### src/sv/phta_pkg.sv
// ----------------------------------------------------------------------------
// phta_pkg
// shared types, register codes and constants of the pulse high time accumulator
// ----------------------------------------------------------------------------
package phta_pkg;

   localparam int TIME_WIDTH_DEFAULT = 32;

   // configuration register indexes
   localparam int CSR_INDEX_WIDTH = 3;
   typedef logic [CSR_INDEX_WIDTH-1:0] csr_index_type;

   localparam csr_index_type CSR_INTERVAL     = 3'd0;
   localparam csr_index_type CSR_REJECT_LIMIT = 3'd1;
   localparam csr_index_type CSR_MIN_WIDTH    = 3'd2;
   localparam csr_index_type CSR_SPLIT_AGE    = 3'd3;
   localparam csr_index_type CSR_RELATIVE     = 3'd4;
   localparam csr_index_type CSR_COUNT_ENABLE = 3'd5;

   // register reset values
   localparam logic [31:0] INTERVAL_RESET     = 32'd60000000;
   localparam logic [31:0] REJECT_LIMIT_RESET = 32'd300000000;
   localparam logic [19:0] MIN_WIDTH_RESET    = 20'd17;
   localparam logic [31:0] SPLIT_AGE_RESET    = 32'd490000;

   // input action codes
   localparam logic ACTION_TICK = 1'b0;
   localparam logic ACTION_POLL = 1'b1;

   // over-interval test: total * 100 > interval * 103
   localparam logic [6:0] OVER_NUM = 7'd103;
   localparam logic [6:0] OVER_DEN = 7'd100;

   // 256 * 1e6, frequency in 1/256 Hz from a count over microseconds
   localparam logic [27:0] FREQ_SCALE = 28'd256000000;

   localparam logic [16:0] FRAC_ONE = 17'h10000;
   localparam logic [31:0] U32_MAX  = 32'hFFFF_FFFF;

   // shared divider, one quotient bit per step
   localparam int DIV_ITERS = 64;
   localparam int DIV_CNT_WIDTH = $clog2(DIV_ITERS);

   typedef enum logic {
      DIV_FRAC = 1'b0,
      DIV_FREQ = 1'b1
   } div_sel_type;

   // controller to datapath
   typedef struct packed {
      logic        tick;
      logic        poll;
      logic        flags;
      logic        div_load;
      div_sel_type div_sel;
      logic        div_step;
      logic        out_load;
   } phta_cmd_type;

   // datapath to controller
   typedef struct packed {
      logic div_last;
      logic out_free;
      logic relative_mode;
      logic count_enable;
      logic interval_zero;
   } phta_status_type;

endpackage

### src/sv/phta_if.sv
// ----------------------------------------------------------------------------
// phta channel interfaces
// request, response and register write channels with valid/ready handshake
// ----------------------------------------------------------------------------
interface phta_req_if;
   logic valid;
   logic ready;
   logic action;
   logic pin_level;

   modport source (output valid, output action, output pin_level, input ready);
   modport sink   (input valid, input action, input pin_level, output ready);
endinterface

interface phta_rsp_if;
   logic        valid;
   logic        ready;
   logic [31:0] width_us;
   logic        rejected;
   logic        over_interval;
   logic [16:0] fraction_q16;
   logic [31:0] pulse_total;
   logic [31:0] freq_q8;

   modport source (output valid, output width_us, output rejected, output over_interval,
                   output fraction_q16, output pulse_total, output freq_q8, input ready);
   modport sink   (input valid, input width_us, input rejected, input over_interval,
                   input fraction_q16, input pulse_total, input freq_q8, output ready);
endinterface

interface phta_csr_if import phta_pkg::*; ();
   logic          valid;
   logic          ready;
   csr_index_type index;
   logic [31:0]   data;

   modport source (output valid, output index, output data, input ready);
   modport sink   (input valid, input index, input data, output ready);
endinterface

### src/sv/phta_ctrl.sv
// ----------------------------------------------------------------------------
// phta_ctrl
// sequencer for ticks, polls, the divider passes and the response load
// ----------------------------------------------------------------------------
module phta_ctrl import phta_pkg::*; (
   input  logic            clock,
   input  logic            reset,
   input  logic            req_valid,
   input  logic            req_action,
   output logic            req_ready,
   input  phta_status_type status,
   output phta_cmd_type    cmd
);

   typedef enum logic [6:0] {
      S_IDLE    = 7'b0000001,
      S_FLAGS   = 7'b0000010,
      S_FRAC_LD = 7'b0000100,
      S_FRAC    = 7'b0001000,
      S_FREQ_LD = 7'b0010000,
      S_FREQ    = 7'b0100000,
      S_DONE    = 7'b1000000
   } state_type;

   state_type state_ff, state_in;
   logic      frac_go, freq_go;

   assign frac_go = status.relative_mode & ~status.interval_zero;
   assign freq_go = status.count_enable & ~status.interval_zero;

   always_comb begin
      state_in  = state_ff;
      cmd       = '0;
      cmd.div_sel = DIV_FRAC;
      req_ready = 1'b0;
      unique case (state_ff)
         S_IDLE: begin
            req_ready = 1'b1;
            if (req_valid && req_action == ACTION_POLL) begin
               cmd.poll = 1'b1;
               state_in = S_FLAGS;
            end else if (req_valid) begin
               cmd.tick = 1'b1;
            end
         end
         S_FLAGS: begin
            cmd.flags = 1'b1;
            if (frac_go) state_in = S_FRAC_LD;
            else if (freq_go) state_in = S_FREQ_LD;
            else state_in = S_DONE;
         end
         S_FRAC_LD: begin
            cmd.div_load = 1'b1;
            cmd.div_sel  = DIV_FRAC;
            state_in     = S_FRAC;
         end
         S_FRAC: begin
            cmd.div_step = 1'b1;
            if (status.div_last) state_in = freq_go ? S_FREQ_LD : S_DONE;
         end
         S_FREQ_LD: begin
            cmd.div_load = 1'b1;
            cmd.div_sel  = DIV_FREQ;
            state_in     = S_FREQ;
         end
         S_FREQ: begin
            cmd.div_step = 1'b1;
            if (status.div_last) state_in = S_DONE;
         end
         S_DONE: begin
            if (status.out_free) begin
               cmd.out_load = 1'b1;
               state_in     = S_IDLE;
            end
         end
         default: state_in = S_IDLE;
      endcase
   end

   always_ff @(posedge clock) begin
      if (reset) state_ff <= S_IDLE;
      else       state_ff <= state_in;
   end

endmodule

### src/sv/phta_dp.sv
// ----------------------------------------------------------------------------
// phta_dp
// timebase, edge capture, accumulators, poll arithmetic, divider and registers
// ----------------------------------------------------------------------------
module phta_dp import phta_pkg::*; #(
   parameter int TIME_WIDTH = TIME_WIDTH_DEFAULT
) (
   input  logic            clock,
   input  logic            reset,
   input  phta_cmd_type    cmd,
   output phta_status_type status,
   input  logic            req_pin_level,
   input  logic            csr_write,
   input  csr_index_type   csr_index,
   input  logic [31:0]     csr_data,
   input  logic            rsp_ready,
   output logic            rsp_valid,
   output logic [31:0]     rsp_width_us,
   output logic            rsp_rejected,
   output logic            rsp_over_interval,
   output logic [16:0]     rsp_fraction_q16,
   output logic [31:0]     rsp_pulse_total,
   output logic [31:0]     rsp_freq_q8
);

   // compare width covering both the time stamps and the 32-bit registers
   localparam int CW = (TIME_WIDTH > 32) ? TIME_WIDTH : 32;

   // configuration
   logic [31:0] interval_ff, reject_limit_ff, split_age_ff;
   logic [19:0] min_width_ff;
   logic        relative_ff, count_en_ff;

   // measurement state
   logic [TIME_WIDTH-1:0] time_now_ff, rise_stamp_ff;
   logic                  level_prev_ff;
   logic [31:0]           width_total_ff, pulse_tally_ff;

   // poll working registers
   logic [31:0] poll_total_ff, ptot_ff, width_ff, freq_ff;
   logic [16:0] frac_ff;
   logic        over_ff, rej_ff;
   logic [59:0] prod_ff;

   // divider
   logic [31:0]              rem_ff;
   logic [63:0]              quo_ff;
   logic [DIV_CNT_WIDTH-1:0] cnt_ff;
   div_sel_type              sel_ff;

   // response register
   logic        rsp_valid_ff;
   logic [31:0] out_width_ff, out_ptot_ff, out_freq_ff;
   logic [16:0] out_frac_ff;
   logic        out_rej_ff, out_over_ff;

   // tick path: edges are stamped with the advanced time
   logic [TIME_WIDTH-1:0] time_next, tick_w;
   logic [CW:0]           tick_sum;
   logic                  tick_long;

   assign time_next = time_now_ff + TIME_WIDTH'(1);
   assign tick_w    = time_next - rise_stamp_ff;
   assign tick_long = CW'(tick_w) > CW'(min_width_ff);
   assign tick_sum  = (CW+1)'(width_total_ff) + (CW+1)'(tick_w);

   // poll path: split of a long pulse still high
   logic [TIME_WIDTH-1:0] age;
   logic                  split;
   logic [CW:0]           poll_sum;
   logic [31:0]           poll_sat;

   assign age      = time_now_ff - rise_stamp_ff;
   assign split    = (CW'(age) > CW'(split_age_ff)) && req_pin_level;
   assign poll_sum = (CW+1)'(width_total_ff) + (split ? (CW+1)'(age) : '0);
   assign poll_sat = (|poll_sum[CW:32]) ? U32_MAX : poll_sum[31:0];

   // flag stage
   logic [38:0] over_lhs, over_rhs;
   logic        rej_now;
   logic [31:0] width_fin;

   assign over_lhs  = 39'(poll_total_ff) * 39'(OVER_DEN);
   assign over_rhs  = 39'(interval_ff) * 39'(OVER_NUM);
   assign rej_now   = poll_total_ff > reject_limit_ff;
   assign width_fin = rej_now ? 32'd0 : poll_total_ff;

   // restoring divider step
   logic [32:0] rem_shift;
   logic        q_bit;
   logic [32:0] rem_diff;
   logic [63:0] q_next;

   assign rem_shift = {rem_ff, quo_ff[63]};
   assign q_bit     = rem_shift >= {1'b0, interval_ff};
   assign rem_diff  = rem_shift - {1'b0, interval_ff};
   assign q_next    = {quo_ff[62:0], q_bit};

   // configuration writes, indexes beyond the list are dropped
   always_ff @(posedge clock) begin
      if (reset) begin
         interval_ff     <= INTERVAL_RESET;
         reject_limit_ff <= REJECT_LIMIT_RESET;
         min_width_ff    <= MIN_WIDTH_RESET;
         split_age_ff    <= SPLIT_AGE_RESET;
         relative_ff     <= 1'b0;
         count_en_ff     <= 1'b0;
      end else if (csr_write) begin
         unique case (csr_index)
            CSR_INTERVAL:     interval_ff     <= csr_data;
            CSR_REJECT_LIMIT: reject_limit_ff <= csr_data;
            CSR_MIN_WIDTH:    min_width_ff    <= csr_data[19:0];
            CSR_SPLIT_AGE:    split_age_ff    <= csr_data;
            CSR_RELATIVE:     relative_ff     <= csr_data[0];
            CSR_COUNT_ENABLE: count_en_ff     <= csr_data[0];
            default: ;
         endcase
      end
   end

   // measurement state
   always_ff @(posedge clock) begin
      if (reset) begin
         time_now_ff    <= '0;
         rise_stamp_ff  <= '0;
         level_prev_ff  <= 1'b0;
         width_total_ff <= '0;
         pulse_tally_ff <= '0;
      end else if (cmd.tick) begin
         time_now_ff   <= time_next;
         level_prev_ff <= req_pin_level;
         if (req_pin_level && !level_prev_ff) begin
            rise_stamp_ff <= time_next;
         end else if (!req_pin_level && level_prev_ff && tick_long) begin
            width_total_ff <= (|tick_sum[CW:32]) ? U32_MAX : tick_sum[31:0];
            if (~&pulse_tally_ff) pulse_tally_ff <= pulse_tally_ff + 32'd1;
         end
      end else if (cmd.poll) begin
         width_total_ff <= '0;
         if (split) rise_stamp_ff <= time_now_ff;
         if (count_en_ff) pulse_tally_ff <= '0;
      end
   end

   // poll arithmetic and divider
   always_ff @(posedge clock) begin
      if (cmd.poll) begin
         poll_total_ff <= poll_sat;
         ptot_ff       <= count_en_ff ? pulse_tally_ff : 32'd0;
      end
      if (cmd.flags) begin
         over_ff  <= over_lhs > over_rhs;
         rej_ff   <= rej_now;
         width_ff <= width_fin;
         prod_ff  <= 60'(ptot_ff) * 60'(FREQ_SCALE);
         // zero interval and disabled cases settled here, the divider overwrites
         frac_ff  <= (relative_ff && interval_ff == 32'd0 && width_fin != 32'd0)
                     ? FRAC_ONE : 17'd0;
         freq_ff  <= (count_en_ff && interval_ff == 32'd0 && ptot_ff != 32'd0)
                     ? U32_MAX : 32'd0;
      end
      if (cmd.div_load) begin
         rem_ff <= '0;
         quo_ff <= (cmd.div_sel == DIV_FRAC) ? {16'd0, width_ff, 16'd0} : {4'd0, prod_ff};
         cnt_ff <= DIV_CNT_WIDTH'(DIV_ITERS - 1);
         sel_ff <= cmd.div_sel;
      end else if (cmd.div_step) begin
         rem_ff <= q_bit ? rem_diff[31:0] : rem_shift[31:0];
         quo_ff <= q_next;
         cnt_ff <= cnt_ff - DIV_CNT_WIDTH'(1);
         if (cnt_ff == '0) begin
            if (sel_ff == DIV_FRAC) begin
               frac_ff <= (q_next > 64'(FRAC_ONE)) ? FRAC_ONE : q_next[16:0];
            end else begin
               freq_ff <= (|q_next[63:32]) ? U32_MAX : q_next[31:0];
            end
         end
      end
   end

   // response register
   always_ff @(posedge clock) begin
      if (reset)             rsp_valid_ff <= 1'b0;
      else if (cmd.out_load) rsp_valid_ff <= 1'b1;
      else if (rsp_ready)    rsp_valid_ff <= 1'b0;
   end

   always_ff @(posedge clock) begin
      if (cmd.out_load) begin
         out_width_ff <= width_ff;
         out_rej_ff   <= rej_ff;
         out_over_ff  <= over_ff;
         out_frac_ff  <= frac_ff;
         out_ptot_ff  <= ptot_ff;
         out_freq_ff  <= freq_ff;
      end
   end

   assign rsp_valid         = rsp_valid_ff;
   assign rsp_width_us      = out_width_ff;
   assign rsp_rejected      = out_rej_ff;
   assign rsp_over_interval = out_over_ff;
   assign rsp_fraction_q16  = out_frac_ff;
   assign rsp_pulse_total   = out_ptot_ff;
   assign rsp_freq_q8       = out_freq_ff;

   assign status.div_last      = cnt_ff == '0;
   assign status.out_free      = ~rsp_valid_ff | rsp_ready;
   assign status.relative_mode = relative_ff;
   assign status.count_enable  = count_en_ff;
   assign status.interval_zero = interval_ff == 32'd0;

endmodule

### src/sv/pulse_high_time_accumulator_unit.sv
// ----------------------------------------------------------------------------
// pulse_high_time_accumulator_unit
// pin high time, duty fraction and pulse frequency over a polling interval
// ----------------------------------------------------------------------------
// A tick word (action 0) advances the microsecond timebase by one and samples
// the pin; ticks are accepted back to back while no poll is running. A poll
// word (action 1) reads and clears the accumulated high time and produces one
// response word. A poll walks the flag stage, then a pass of the shared
// restoring divider, which retires one quotient bit per cycle, for the duty
// fraction when relative mode is on and for the frequency when counting is on
// (each only with a nonzero interval), then the response load; no words are
// accepted during that time. The finished response sits in an output register,
// so ticks keep flowing while it waits to be taken. Register writes are accepted in any cycle.
// ----------------------------------------------------------------------------
module pulse_high_time_accumulator_unit import phta_pkg::*; #(
   parameter int TIME_WIDTH = TIME_WIDTH_DEFAULT
) (
   input logic     clock,
   input logic     reset,
   phta_req_if.sink   req_port,
   phta_rsp_if.source rsp_port,
   phta_csr_if.sink   csr_port
);

   phta_cmd_type    cmd;
   phta_status_type status;

   // register writes never stall
   assign csr_port.ready = 1'b1;

   // sequencer: ticks in idle, polls walk flags, divider passes and load
   phta_ctrl u_ctrl (
      .clock      (clock),
      .reset      (reset),
      .req_valid  (req_port.valid),
      .req_action (req_port.action),
      .req_ready  (req_port.ready),
      .status     (status),
      .cmd        (cmd)
   );

   // timebase, accumulators, poll arithmetic and response register
   phta_dp #(
      .TIME_WIDTH (TIME_WIDTH)
   ) u_dp (
      .clock             (clock),
      .reset             (reset),
      .cmd               (cmd),
      .status            (status),
      .req_pin_level     (req_port.pin_level),
      .csr_write         (csr_port.valid),
      .csr_index         (csr_port.index),
      .csr_data          (csr_port.data),
      .rsp_ready         (rsp_port.ready),
      .rsp_valid         (rsp_port.valid),
      .rsp_width_us      (rsp_port.width_us),
      .rsp_rejected      (rsp_port.rejected),
      .rsp_over_interval (rsp_port.over_interval),
      .rsp_fraction_q16  (rsp_port.fraction_q16),
      .rsp_pulse_total   (rsp_port.pulse_total),
      .rsp_freq_q8       (rsp_port.freq_q8)
   );

endmodule

### src/flat_wrapper.sv
// flat-port wrapper written by rule: the top's interface ports become plain ports
module pulse_high_time_accumulator_unit_flat import phta_pkg::*;
#(
   parameter int TIME_WIDTH = TIME_WIDTH_DEFAULT
)
  (clock, reset, req_port_valid, req_port_action, req_port_pin_level, req_port_ready, rsp_port_valid, rsp_port_width_us, rsp_port_rejected, rsp_port_over_interval, rsp_port_fraction_q16, rsp_port_pulse_total, rsp_port_freq_q8, rsp_port_ready, csr_port_valid, csr_port_index, csr_port_data, csr_port_ready);
  phta_req_if req_port_i ();
  phta_rsp_if rsp_port_i ();
  phta_csr_if csr_port_i ();
  input logic clock;
  input logic reset;
  input wire logic [$bits(req_port_i.valid)-1:0] req_port_valid;
  input wire logic [$bits(req_port_i.action)-1:0] req_port_action;
  input wire logic [$bits(req_port_i.pin_level)-1:0] req_port_pin_level;
  output wire logic [$bits(req_port_i.ready)-1:0] req_port_ready;
  output wire logic [$bits(rsp_port_i.valid)-1:0] rsp_port_valid;
  output wire logic [$bits(rsp_port_i.width_us)-1:0] rsp_port_width_us;
  output wire logic [$bits(rsp_port_i.rejected)-1:0] rsp_port_rejected;
  output wire logic [$bits(rsp_port_i.over_interval)-1:0] rsp_port_over_interval;
  output wire logic [$bits(rsp_port_i.fraction_q16)-1:0] rsp_port_fraction_q16;
  output wire logic [$bits(rsp_port_i.pulse_total)-1:0] rsp_port_pulse_total;
  output wire logic [$bits(rsp_port_i.freq_q8)-1:0] rsp_port_freq_q8;
  input wire logic [$bits(rsp_port_i.ready)-1:0] rsp_port_ready;
  input wire logic [$bits(csr_port_i.valid)-1:0] csr_port_valid;
  input wire logic [$bits(csr_port_i.index)-1:0] csr_port_index;
  input wire logic [$bits(csr_port_i.data)-1:0] csr_port_data;
  output wire logic [$bits(csr_port_i.ready)-1:0] csr_port_ready;
  assign req_port_i.valid = req_port_valid;
  assign req_port_i.action = req_port_action;
  assign req_port_i.pin_level = req_port_pin_level;
  assign req_port_ready = req_port_i.ready;
  assign rsp_port_valid = rsp_port_i.valid;
  assign rsp_port_width_us = rsp_port_i.width_us;
  assign rsp_port_rejected = rsp_port_i.rejected;
  assign rsp_port_over_interval = rsp_port_i.over_interval;
  assign rsp_port_fraction_q16 = rsp_port_i.fraction_q16;
  assign rsp_port_pulse_total = rsp_port_i.pulse_total;
  assign rsp_port_freq_q8 = rsp_port_i.freq_q8;
  assign rsp_port_i.ready = rsp_port_ready;
  assign csr_port_i.valid = csr_port_valid;
  assign csr_port_i.index = csr_port_index;
  assign csr_port_i.data = csr_port_data;
  assign csr_port_ready = csr_port_i.ready;
  pulse_high_time_accumulator_unit #(.TIME_WIDTH(TIME_WIDTH)) u_core (.clock(clock), .reset(reset), .req_port(req_port_i), .rsp_port(rsp_port_i), .csr_port(csr_port_i));
endmodule
### config.mk
export PLATFORM = sky130hd
export DESIGN_NAME = pulse_high_time_accumulator_unit_flat
export DESIGN_NICKNAME = d
export VERILOG_FILES = /design/src/sv/phta_pkg.sv /design/src/sv/phta_if.sv /design/src/sv/phta_ctrl.sv /design/src/sv/phta_dp.sv /design/src/sv/pulse_high_time_accumulator_unit.sv /design/src/flat_wrapper.sv
export SDC_FILE = /design/constraint.sdc
export NUM_CORES = 2
export LEC_CHECK = 0
export ABC_AREA = 1
export ABC_CLOCK_PERIOD_IN_PS = 8450
export BUFFER_PORTS_ARGS = -buffer_cell sky130_fd_sc_hd__buf_2
export CORE_MARGIN = 2
export CORE_UTILIZATION = 54
export DETAILED_ROUTE_END_ITERATION = 10
export PLACE_DENSITY = 0.68
export SLEW_MARGIN = 10
export SYNTH_ARGS = -nofsm -noshare
export SYNTH_HDL_FRONTEND = slang
export SYNTH_SLANG_ARGS = --single-unit
### constraint.sdc
create_clock -name clock -period 8.45 [get_ports clock]
set_input_delay 0.4225 -clock clock [delete_from_list [all_inputs] [get_ports clock]]
set_output_delay 0.4225 -clock clock [all_outputs]
set_load 0.005 [all_outputs]
=== Word-level counts from Yosys, hierarchy flattened ===
Index checks and enable logic that the tools add are counted.

* Flip-flop bits (word level): 666
* Bits in latches: 0
* Memory bits (writable): 0
* Memory bits (read-only): 0
* Input bits: 42
* Output and inout bits: 118
* Logic and storage cells: 161
* Memories: 0

* $add $sub $neg: 8
* Multipliers: 3
* Div/mod/pow operators: 0
* Order comparisons: 6
* Equal/unequal tests: 20
* Shifts and indexed selects: 0
* Mux-type cells: 54
* Bitwise logic cells: 5
* Reductions and logical operators: 34

{| class="wikitable"
|+ Operators by type and width
! cell !! number
|-
| two-way mux 32 bit || 25
|-
| two-way mux 64 bit || 2
|-
| two-way mux 17 bit || 7
|-
| subtractor 32 bit || 3
|-
| adder 32 x 32 -> 33 bit || 2
|-
| adder 32 x 1 -> 32 bit, second input constant || 2
|-
| > comparator 32 bit || 2
|-
| > comparator 64 x 17 -> 1 bit, second input constant || 1
|-
| nonzero test 32 bit || 2
|-
| two-way mux 60 bit || 1
|-
| case mux 7 bit (7 select lines) || 1
|-
| multiplier 32 x 14 -> 46 bit, second input constant || 1
|-
| two-way mux 7 bit || 6
|-
| > comparator 39 bit || 1
|-
| multiplier 32 x 7 -> 39 bit, second input constant || 1
|-
| multiplier 32 x 5 -> 37 bit, second input constant || 1
|-
| greater-or-equal comparator 33 x 32 -> 1 bit || 1
|-
| > comparator 32 x 20 -> 1 bit || 1
|-
| logical NOT 32 bit || 1
|-
| AND reduction 32 bit || 1
|-
| OR reduction 32 bit || 1
|-
| AND reduction 2 bit || 6
|-
| two-way mux 1 bit || 10
|-
| != test 2 bit, second input constant || 5
|-
| other kinds (26) || 46
|}

=== Depth between registers and ports, before layout ===
* Depth after elaboration: 10
* Depth in mapped cells: 42

=== By module ===
Synthesis repeated with hierarchy kept, for this count alone.

* Cells, all modules: 6828
* Area total of the unflattened synthesis: 54183.2 um2

{| class="wikitable"
|+ Modules (own cells, without submodules)
! module !! instances !! cells each !! area an instance (um2) !! sequential area each (um2)
|-
| phta_dp || 1 || 6733 || 53612.7 || 16435.8
|-
| phta_ctrl || 1 || 93 || 559.3 || 140.1
|-
| pulse_high_time_accumulator_unit || 1 || 2 || 11.3 || 0.0
|}

=== Worst setup path before layout ===
No wires, ideal clock.

* Path type: register -> register
* Start point: reg u_core.u_ctrl.state_ff[0]
* End point: reg u_core.u_dp.out_frac_ff[0], in the netlist u_core.u_dp.rsp_fraction_q16[0], enable pin
* Library setup time: 0.590 ns
* Arrival: 5.710 ns
* Data required time: 7.860 ns
* Slack: 2.150 ns
* Cell stages (with the launch flop): 6
* Buffers on the path: 0
* Period minus slack after synthesis: 6.300 ns
* Cell sequence: dfxtp_1 -> nor2_1 -> nand2_1 -> nor4_1 -> inv_1 -> nor2_1

{| class="wikitable"
|+ RTL lines
! what !! RTL line !! RTL
|-
| start: declaration || phta_ctrl.sv:25 || <nowiki>state_type state_ff, state_in;</nowiki>
|-
| start signal: assignment || phta_ctrl.sv:82 || <nowiki>else state_ff <= state_in;</nowiki>
|-
| end signal: assignment || phta_dp.sv:193 || <nowiki>out_frac_ff <= frac_ff;</nowiki>
|-
| end: declaration || phta_dp.sv:54 || <nowiki>logic [16:0] out_frac_ff;</nowiki>
|}

=== Final worst setup path ===
* Start point: reg u_core.u_dp.time_now_ff[0]
* End point: reg u_core.u_dp.poll_total_ff[20], data pin

* Word-level cells in the longest chain between the ends: 5

{| class="wikitable"
|+ Ends and longest elaborated chain
! what !! RTL line !! RTL
|-
| start: declaration || phta_dp.sv:35 || <nowiki>logic [TIME_WIDTH-1:0] time_now_ff, rise_stamp_ff;</nowiki>
|-
| start signal: assignment || phta_dp.sv:130 || <nowiki>time_now_ff <= time_next;</nowiki>
|-
| subtractor 32 bit * || phta_dp.sv:73 || <nowiki>assign age = time_now_ff - rise_stamp_ff;</nowiki>
|-
| > comparator 32 bit || phta_dp.sv:74 || <nowiki>assign split = (CW'(age) > CW'(split_age_ff)) && req_pin_level;</nowiki>
|-
| logical AND 1 bit || phta_dp.sv:74 ||
|-
| two-way mux 32 bit * || phta_dp.sv:75 || <nowiki>assign poll_sum = (CW+1)'(width_total_ff) + (split ? (CW+1)'(age) : '0);</nowiki>
|-
| adder 32 x 32 -> 33 bit * || phta_dp.sv:75 ||
|-
| end signal: assignment || phta_dp.sv:148 || <nowiki>poll_total_ff <= poll_sat;</nowiki>
|-
| end: declaration || phta_dp.sv:40 || <nowiki>logic [31:0] poll_total_ff, ptot_ff, width_ff, freq_ff;</nowiki>
|}

Every way passes the cells marked *; elsewhere a longest branch is shown, timed or not.
A chain may end at the register's enable or synchronous reset.

==> results.cfg <==
[routing]
wl_per_cell_um = 19.3
pre_repair_dr_iteration_count = 8
detail_route.drc_violations = 0
viasPerCell = 5.58
dr_total_vias = 45900
iteration_0_drc_count_of_the_detailed_router = 3598
ant_nets = 0
routed_wirelength_um = 159000

[logic_synthesis]
synth-warning-count = 0
seq_area_frac_synth = 0.308
synthesis.nets = 7694
syn-instance-count = 6744
synth-edff-count = 324
yosys_register_bits = 666
synth_cell_types = 64
synthesis.area_per_instance_um2 = 7.99
synth-main-ff-cell = sky130_fd_sc_hd__dfxtp_1
synthesized_cell_area_mm2 = 0.0539
async_reset_ff_frac = 0

[finish]
syn_to_final_growth_pct = 8.99
num-nets-final = 7817
leading_cell_types_in_the_layout_fill_and_taps_excluded = 1233 x sky130_fd_sc_hd__inv_1, 1161 x sky130_fd_sc_hd__nand2_1, 657 x sky130_fd_sc_hd__ha_1, 625 x sky130_fd_sc_hd__nor2_1, 490 x sky130_fd_sc_hd__a21oi_1
postLayoutCoreUtil = 0.596
mostFrequentLayoutCell = sky130_fd_sc_hd__inv_1
drive_above_1_share = 0.0596
n_fill_cell = 8981

[critical_path]
timing.critical_path.slowest_stage_cell = sky130_fd_sc_hd__nand2_1
r2r-start = u_core.u_dp.time_now_ff[0]
cp_slowest_stage_delay_ns = 0.58
timing.critical_path.to_type = flop
critPathMaxFanout = 32
worstReg2RegEnd = u_core.u_dp.poll_total_ff[20]
critPathArrivalTime_ns = 7.62
required_ns = 8.83
worst_r2r_path_depth = 34
critical_path.startpoint_type = flop
criticalPathCategory = flop to flop
rrSetupSlack_ns = 1.21

[clock_network]
htree_num_levels = 3
cts_hold_repair.buffers = 0
clkTransAtPathRegs_ns = 0.07
post-cts-setup-buffers = 0
clock_sink_count = 666
resized_cells_post_cts = 0
cts_buffer_depth = 3
cts-buffers-inserted = 76
tritoncts_clock_tree = yes
ctsRootBufferMaster = sky130_fd_sc_hd__clkbuf_16
clock_insertion_delay_worst_skew_ns = 0.68

[sta]
fin_crit_period_ns = 7.24
finalHoldViolations = 0
final-setup-viol-count = 0
worst_slew_margin_rel = 0.241
timing_max_transition_violations_final = 0
worst_pin_slew_ns = 1.14
fin_crit_sh = 0.857
fin_setup_tns_ns = 0
fin_skew_ns = 0.0437
fmaxAchievable_mhz = 138
rsz0062_at_grt = false

[placement]
port-buffer-count = 158
gp_congestion = 0.981
detailedPlacementHpwl_um = 126000

[global_routing]
first_global_vias = 43800
grt_start_max_net_pins = 102
grt_first_pass_wirelength_um = 247000
total_overflow_reported_by_the_global_router = 0
grtUsageTotal = 0.310
initial_antenna_violation_count = 8

[floorplan]
fp.dieW_um = 320
boundaryPins = 160
die_extent_in_y_um = 320
cell_rows = 115
design.die.area_mm2 = 0.102
core_area_mm2 = 0.0986
floorplan.initialDensity = 0.546

[min_path]
hp-start = csr_port_data[22]
min_delay_worst_endpoint = u_core.u_dp.reject_limit_ff[22]
worstHoldPathCells = 3
timing.hold.worst.class = input port to flop

[run_status]
outcome = completed

[flow_run]
max_cap_violations = 0
cells in the mapped netlist (11+ instances only):
| master | n | share of area |
|---|---|---|
| sky130_fd_sc_hd__a21boi_0 | 15 | 0.0021 |
| sky130_fd_sc_hd__a21o_1 | 29 | 0.0040 |
| sky130_fd_sc_hd__a21oi_1 | 490 | 0.046 |
| sky130_fd_sc_hd__a21oi_2 | 30 | 0.0049 |
| sky130_fd_sc_hd__a22o_1 | 13 | 0.0021 |
| sky130_fd_sc_hd__a22oi_1 | 17 | 0.0024 |
| sky130_fd_sc_hd__a31oi_1 | 54 | 0.0063 |
| sky130_fd_sc_hd__buf_1 | 18 | 0.0013 |
| sky130_fd_sc_hd__buf_2 | 11 | 0.0010 |
| sky130_fd_sc_hd__clkbuf_1 | 114 | 0.0079 |
| sky130_fd_sc_hd__dfxtp_1 | 342 | 0.13 |
| sky130_fd_sc_hd__edfxtp_1 | 324 | 0.18 |
| sky130_fd_sc_hd__fa_1 | 251 | 0.093 |
| sky130_fd_sc_hd__ha_1 | 657 | 0.15 |
| sky130_fd_sc_hd__inv_1 | 1236 | 0.086 |
| sky130_fd_sc_hd__nand2_1 | 1162 | 0.081 |
| sky130_fd_sc_hd__nand3_1 | 248 | 0.023 |
| sky130_fd_sc_hd__nand4_1 | 83 | 0.0096 |
| sky130_fd_sc_hd__nor2_1 | 630 | 0.044 |
| sky130_fd_sc_hd__nor3_1 | 59 | 0.0055 |
| sky130_fd_sc_hd__nor4_1 | 49 | 0.0057 |
| sky130_fd_sc_hd__o211ai_1 | 50 | 0.0070 |
| sky130_fd_sc_hd__o21a_1 | 24 | 0.0033 |
| sky130_fd_sc_hd__o21ai_0 | 392 | 0.036 |
| sky130_fd_sc_hd__o21bai_1 | 31 | 0.0043 |
| sky130_fd_sc_hd__o221ai_1 | 17 | 0.0028 |
| sky130_fd_sc_hd__o22ai_1 | 31 | 0.0036 |
| sky130_fd_sc_hd__or2_2 | 27 | 0.0031 |
| sky130_fd_sc_hd__xnor2_1 | 112 | 0.018 |
| sky130_fd_sc_hd__xor2_1 | 131 | 0.021 |
worst max-delay path, delay by kind of cell, from the launching register on:
kind,cells,cell delay (ns)
and+or+nand+nor,11,1.87
DFF,1,0.36
adders and majority gates,5,1.29
buffers and inverters,5,0.65
xor gates and xnor gates,1,0.20
AOI/OAI and AO/OA,12,2.56
worst max path at each step:
stage | end | slack [ns] | startpoint
floorplan | u_core.u_dp.rsp_fraction_q16[0] | 2.15 | u_core.u_ctrl.state_ff[0]
global placement | u_core.u_dp.poll_total_ff[22] | 1.51 | u_core.u_dp.time_now_ff[0]
detailed placement | u_core.u_dp.poll_total_ff[10] | 1.28 | u_core.u_dp.time_now_ff[0]
CTS | u_core.u_dp.poll_total_ff[20] | 1.27 | u_core.u_dp.time_now_ff[0]
global route | u_core.u_dp.poll_total_ff[23] | 0.51 | u_core.u_dp.time_now_ff[0]
finish | u_core.u_dp.poll_total_ff[20] | 1.21 | u_core.u_dp.time_now_ff[0]
area by class of cell:
type	instances	area, um2	share of cell area
Tap cell	1287	1610	0.0274
Timing Repair Buffer	193	1050	0.0179
Antenna cell	5	12.5	0.000213
Inverter	1247	4690	0.0798
Multi-Input combinational cell	4683	32100	0.546
Clock buffer	104	2190	0.0373
Clock inverter	34	508	0.00865
Sequential cell	666	16600	0.282
state kept, by name, indices dropped and copies added, names as in the netlist, 32 cells and up:
signal and cells:
u_core.u_dp.split_age_ff 32, u_core.u_dp.rem_ff 32, u_core.u_dp.reject_limit_ff 32, u_core.u_dp.time_now_ff 32, u_core.u_dp.interval_ff 32, u_core.u_dp.prod_ff 46, u_core.u_dp.rsp_width_us 32, u_core.u_dp.width_ff 32
u_core.u_dp.width_total_ff 32, u_core.u_dp.pulse_tally_ff 32, u_core.u_dp.rise_stamp_ff 32, u_core.u_dp.poll_total_ff 32, u_core.u_dp.freq_ff 32, u_core.u_dp.rsp_pulse_total 32, u_core.u_dp.ptot_ff 32, u_core.u_dp.quo_ff 64
u_core.u_dp.rsp_freq_q8 32
stage by stage:
stage	std cells	setup slack [ns]	area, um2	hold WS (ns)
after floorplan	6744	2.15	53900	0.400
after global placement	8076	1.51	56000	0.404
after detailed placement	8076	1.28	56000	0.405
after CTS	8214	1.27	58700	0.0469
after global routing	8215	0.508	58700	0.0893
final	8219	1.21	58700	0.0782
layer usage:
layer | routed length [um] | track usage | vias up
met5 | 13 | 0 | -
met4 | 5750 | 0.109 | 2
met3 | 11300 | 0.0452 | 276
met2 | 71000 | 0.493 | 1502
met1 | 71000 | 0.432 | 21700
li1 | - | - | 22400
cells by family (layout without fill, tap and decap cells):
| group | count (synthesis) | in the layout | synth area share |
|---|---|---|---|
| simple gates | 2289 | 2289 | 0.176 |
| buf+inv | 1395 | 1578 | 0.0981 |
| compound gates | 1242 | 1242 | 0.132 |
| fa+ha+maj | 908 | 908 | 0.246 |
| flops | 666 | 666 | 0.308 |
| xor+xnor | 243 | 243 | 0.0395 |
| other cells | 1 | 6 | 0.0000696 |
Power is left out: the tool's default activity adds up to more than one toggle a clock period on the data nets, which glitch-free logic cannot reach.
